### src/sv/lzwd_pkg.sv
// ----------------------------------------------------------------------------
// lzwd_pkg
// Shared types and constants of the LZ window decompressor: transaction
// payloads and the command and status bundles between controller and datapath.
// ----------------------------------------------------------------------------
`default_nettype none

package lzwd_pkg;

	localparam int          HIST_DEPTH  = 8192;
	localparam int          PTR_W       = 13;
	localparam int          FILL_W      = 14;
	localparam int          LANES       = 4;
	localparam int          LANE_W      = 3;
	localparam int          CNT_W       = 9;
	localparam logic [13:0] WINDOW_SIZE = 14'd8192;

	typedef struct packed {
		logic [7:0] in_byte;
		logic       in_last;
	} lzwd_in_t;

	typedef struct packed {
		logic [7:0] out_byte0;
		logic [7:0] out_byte1;
		logic [7:0] out_byte2;
		logic [7:0] out_byte3;
		logic [2:0] out_count;
		logic       out_last;
		logic       out_truncated;
	} lzwd_out_t;

	// controller -> datapath
	typedef struct packed {
		logic exec;     // input transaction taken, decode the byte
		logic rd;       // read one history byte for a copy
		logic put;      // store the copied byte
		logic fin;      // close the step, emit what is pending
	} lzwd_cmd_t;

	// datapath -> controller
	typedef struct packed {
		logic copy;        // byte at the input starts a back-reference copy
		logic lanes_full;  // lane buffer holds a full group
		logic cnt_last;    // one byte of the copy remains
		logic need_emit;   // closing the step produces a result
		logic out_free;    // output register can load this cycle
	} lzwd_sts_t;

endpackage

`default_nettype wire

### src/sv/lzwd_ctrl.sv
// ----------------------------------------------------------------------------
// lzwd_ctrl
// Step sequencer: takes one compressed byte, walks the copy loop one
// history read and one write at a time, then closes the step.
// ----------------------------------------------------------------------------
`default_nettype none

module lzwd_ctrl
	import lzwd_pkg::*;
(
	input  wire logic      clk,
	input  wire logic      arst_n,
	input  wire logic      comp_valid,
	output logic           comp_stall,
	input  wire lzwd_sts_t sts,
	output lzwd_cmd_t      cmd
);

	localparam logic [1:0] S_IDLE = 2'd0;
	localparam logic [1:0] S_RD   = 2'd1;
	localparam logic [1:0] S_WR   = 2'd2;
	localparam logic [1:0] S_FIN  = 2'd3;

	logic [1:0] state_q;
	logic [1:0] state_d;

	assign comp_stall = (state_q != S_IDLE);

	always_comb begin
		state_d = state_q;
		cmd     = '0;
		case (state_q)
			S_IDLE: begin
				if (comp_valid) begin
					cmd.exec = 1'b1;
					state_d  = sts.copy ? S_RD : S_FIN;
				end
			end
			S_RD: begin
				cmd.rd  = 1'b1;
				state_d = S_WR;
			end
			S_WR: begin
				// hold while a full group cannot leave
				if (!sts.lanes_full || sts.out_free) begin
					cmd.put = 1'b1;
					state_d = sts.cnt_last ? S_FIN : S_RD;
				end
			end
			S_FIN: begin
				if (!sts.need_emit || sts.out_free) begin
					cmd.fin = 1'b1;
					state_d = S_IDLE;
				end
			end
			default: state_d = S_IDLE;
		endcase
	end

	always_ff @(posedge clk or negedge arst_n) begin
		if (!arst_n) begin
			state_q <= S_IDLE;
		end else begin
			state_q <= state_d;
		end
	end

	a_put_after_read: assert property (@(posedge clk) disable iff (!arst_n)
		cmd.put |-> ($past(cmd.rd) || $past(state_q == S_WR)))
		else $error("copy byte stored without a history read");

	a_fin_waits: assert property (@(posedge clk) disable iff (!arst_n)
		(cmd.fin && sts.need_emit) |-> sts.out_free)
		else $error("step closed while output register busy");

	a_exec_idle: assert property (@(posedge clk) disable iff (!arst_n)
		cmd.exec |=> (state_q == S_RD || state_q == S_FIN))
		else $error("accepted byte did not start work");

endmodule

`default_nettype wire

### config.mk
export PLATFORM = sky130hd
export DESIGN_NAME = lzwd_ctrl
export DESIGN_NICKNAME = d
export VERILOG_FILES = /design/src/sv/lzwd_pkg.sv /design/src/sv/lzwd_ctrl.sv
export SDC_FILE = /design/constraint.sdc
export NUM_CORES = 1
export LEC_CHECK = 0
export ABC_AREA = 1
export BUFFER_PORTS_ARGS = -buffer_cell sky130_fd_sc_hd__buf_2
export CAP_MARGIN = 10
export CORE_AREA = 2 2 39 41
export DETAILED_ROUTE_END_ITERATION = 7
export DIE_AREA = 0 0 41 43
export HOLD_SLACK_MARGIN = 0.06
export SLEW_MARGIN = 5
export SYNTH_ARGS = -nofsm -noshare
export SYNTH_HDL_FRONTEND = slang
export SYNTH_SLANG_ARGS = --single-unit
### constraint.sdc
create_clock -name clk -period 1.4 [get_ports clk]
set_input_delay 0 -clock clk [delete_from_list [all_inputs] [get_ports clk]]
set_output_delay 0 -clock clk [all_outputs]
set_load 0.02 [all_outputs]
==> run metrics <==
Max Root-Sink Buffers 2; total wire length 459 um; violation count after the first detailed-route iteration 6; Fillers 167; syn nets 35; antenna cell count 0; die height 43 um; Worst Skew 0.0003279 ns; largest net degree at the start of global routing 6; vias in the first global route 193; Tmin final 1.151 ns; crit-path max cell delay 0.40 ns; most frequent cells in the layout buf_2, nand2_1, inv_1, nor2_1; gr usage total 7.014%; clock slew at reported path FFs 0.03 ns; Most flops, register state_q; crit-path cells nor2_1, inv_1, nor2_1, buf_2; clk_lat worst skew 0.22 ns; worst slew pin tran 0.2104 ns; post-CTS sizing 0; final period utilization 82.23%; # DRC 0; register area share after synthesis 32.26%; clk sink count 2; initial core utilization 11.21%; worst IR drop on VDD 0.4831 mV; global-route wire length before repair 703 um; Max-Cap Viols 0; antenna violations before repair 0; Mapped Cells 27; layout cells sized above 1 36.36%; final hold vios 0; Crit Path Max Fanout 4; global placement routability congestion 0.7202; Mapped Area 155.1 um2; core area 0.001384 mm2; cell repeated most along the worst path nor2_1; max reg flops 2; WP buf/inv 2; IO Count 13; WL per Instance 7.650 um; Pins Over Slew Limit 0; Via density 3.367; normalized max-slew margin 85.92%; Critical-path top delay cell dfrtp_1; static leakage 0.1637 nW; router iterations before antenna repair 4; Setup WS post-layout 0.2488 ns; die width 41 um; Avg Cell Area, Syn 5.746 um2; CP required 1.40 ns; setup_tns 0 ns; I/O Buffers 12; synth warn 0; final core area utilization 20.07%; Final #Nets 54; commonest non-fill, non-tap cell in the layout buf_2; die area 0.001763 mm2; synth unique cells 8; PwrDens 2014 mW/mm2; # placed instances 55; Placement Setup Slack 0.3838 ns; Area Growth Syn to Fin 79.03%; fin cells 60; Finish-stage setup viols 0; H-Tree Depth 1; CP Class flip-flop to output port; via count 202; Post-CTS Setup Repair Bufs 0; largest registers state_q: 2 flops; CTS tree built; hold crit path type input port to asynchronous set/reset pin; FMAX 868.7 MHz; Cell Rows 14; DP HPWL 348.5 um; GR Overflow Total 0; CP Capture Type output port; RSZ-0062 raised after global routing no; Post-DRT Antenna Nets 0; cts bufs inserted 3; Worst Path Arrival 1.15 ns; #FFs+latches synth 2; critical path startpoint category flip-flop; CP top delay family flip-flops; Root Buffer clkbuf_4; status complete, no violations
## logic make-up after synthesis
| kind of cell | after synthesis | share of synthesized area (%) |
|---|---|---|
| AOI/OAI and AO/OA | 5 | 17.74 |
| DFF | 2 | 32.26 |
| buffers and inverters | 5 | 12.10 |
| and+or+nand+nor | 15 | 37.91 |
## final cells by class
cell class                      instances  area (um2)  area share, %
Clock buffer                            3       22.52          8.108
Inverter                                5       18.77          6.757
Multi-Input combinational cell         20       86.33          31.08
Sequential cell                         2       50.05          18.02
Tap cell                               16       20.02          7.207
Timing Repair Buffer                   14       80.08          28.83
## final timing paths
check | startpoint | endpoint | slack [ns] | cells after the start
max in group asynchronous | arst_n | state_q[1] | 1.21 | 2
worst min-delay path | arst_n | state_q[0] | 0.09 | 2
worst max register to register | state_q[0] | state_q[0] | 0.38 | 4
min in group clk | sts[2] | state_q[1] | 0.12 | 5
worst min register to register | state_q[0] | state_q[0] | 0.53 | 1
worst max-delay path | state_q[0] | cmd[3] | 0.25 | 4
## synthesized netlist by cell type (all sizes together)
library cell,n,share of area (%)
nand2,9,22
nor2,6,16
inv,5,12
a21oi,3,9.7
dfrtp,2,32
o21ai,1,3.2
o21bai,1,4.8
## metal layers
metal	vias up	track usage (%)	wire [um]
met4	0	12.00	0
li1	115	-	-
met5	-	0	0
met3	0	3.141	42
met2	9	8.438	220
met1	78	6.070	196
## repair_timing
action | in CTS | in global routing
hold buffers | 2 | 0
endpoints found under the setup margin | 0 | 0
hold endpoints to repair | 3 | 0
## where the power goes
part | leakage [nW] | total [W] | switching (W) | internal [W]
Combinational | 0.126 | 0.000309 | 0.000202 | 0.000108
Sequential | 0.0234 | 0.000123 | 0.0000335 | 0.0000892
Clock | 0.0138 | 0.000127 | 0.0000329 | 0.0000946
## stage by stage
| stage | cell area [um2] | hold slack, ns | total power [W] |
|---|---|---|---|
| detailed placement | 235.2 | -0.2146 | 0.0004300 |
| finish | 277.8 | 0.09287 | 0.0005595 |
| global route | 277.8 | 0.1155 | 0.0006072 |
| global placement | 235.2 | -0.2140 | 0.0004226 |
| floorplan | 155.1 | -0.2956 | 0.0003309 |
| CTS | 277.8 | 0.08991 | 0.0005723 |
## worst register-to-register path, delay by kind of cell (launching register included)
| kind | cells | cell delay [ns] |
|---|---|---|
| flops | 1 | 0.40 |
| simple gates | 2 | 0.31 |
| compound gates | 2 | 0.18 |
(Power assumes the default switching activity.)
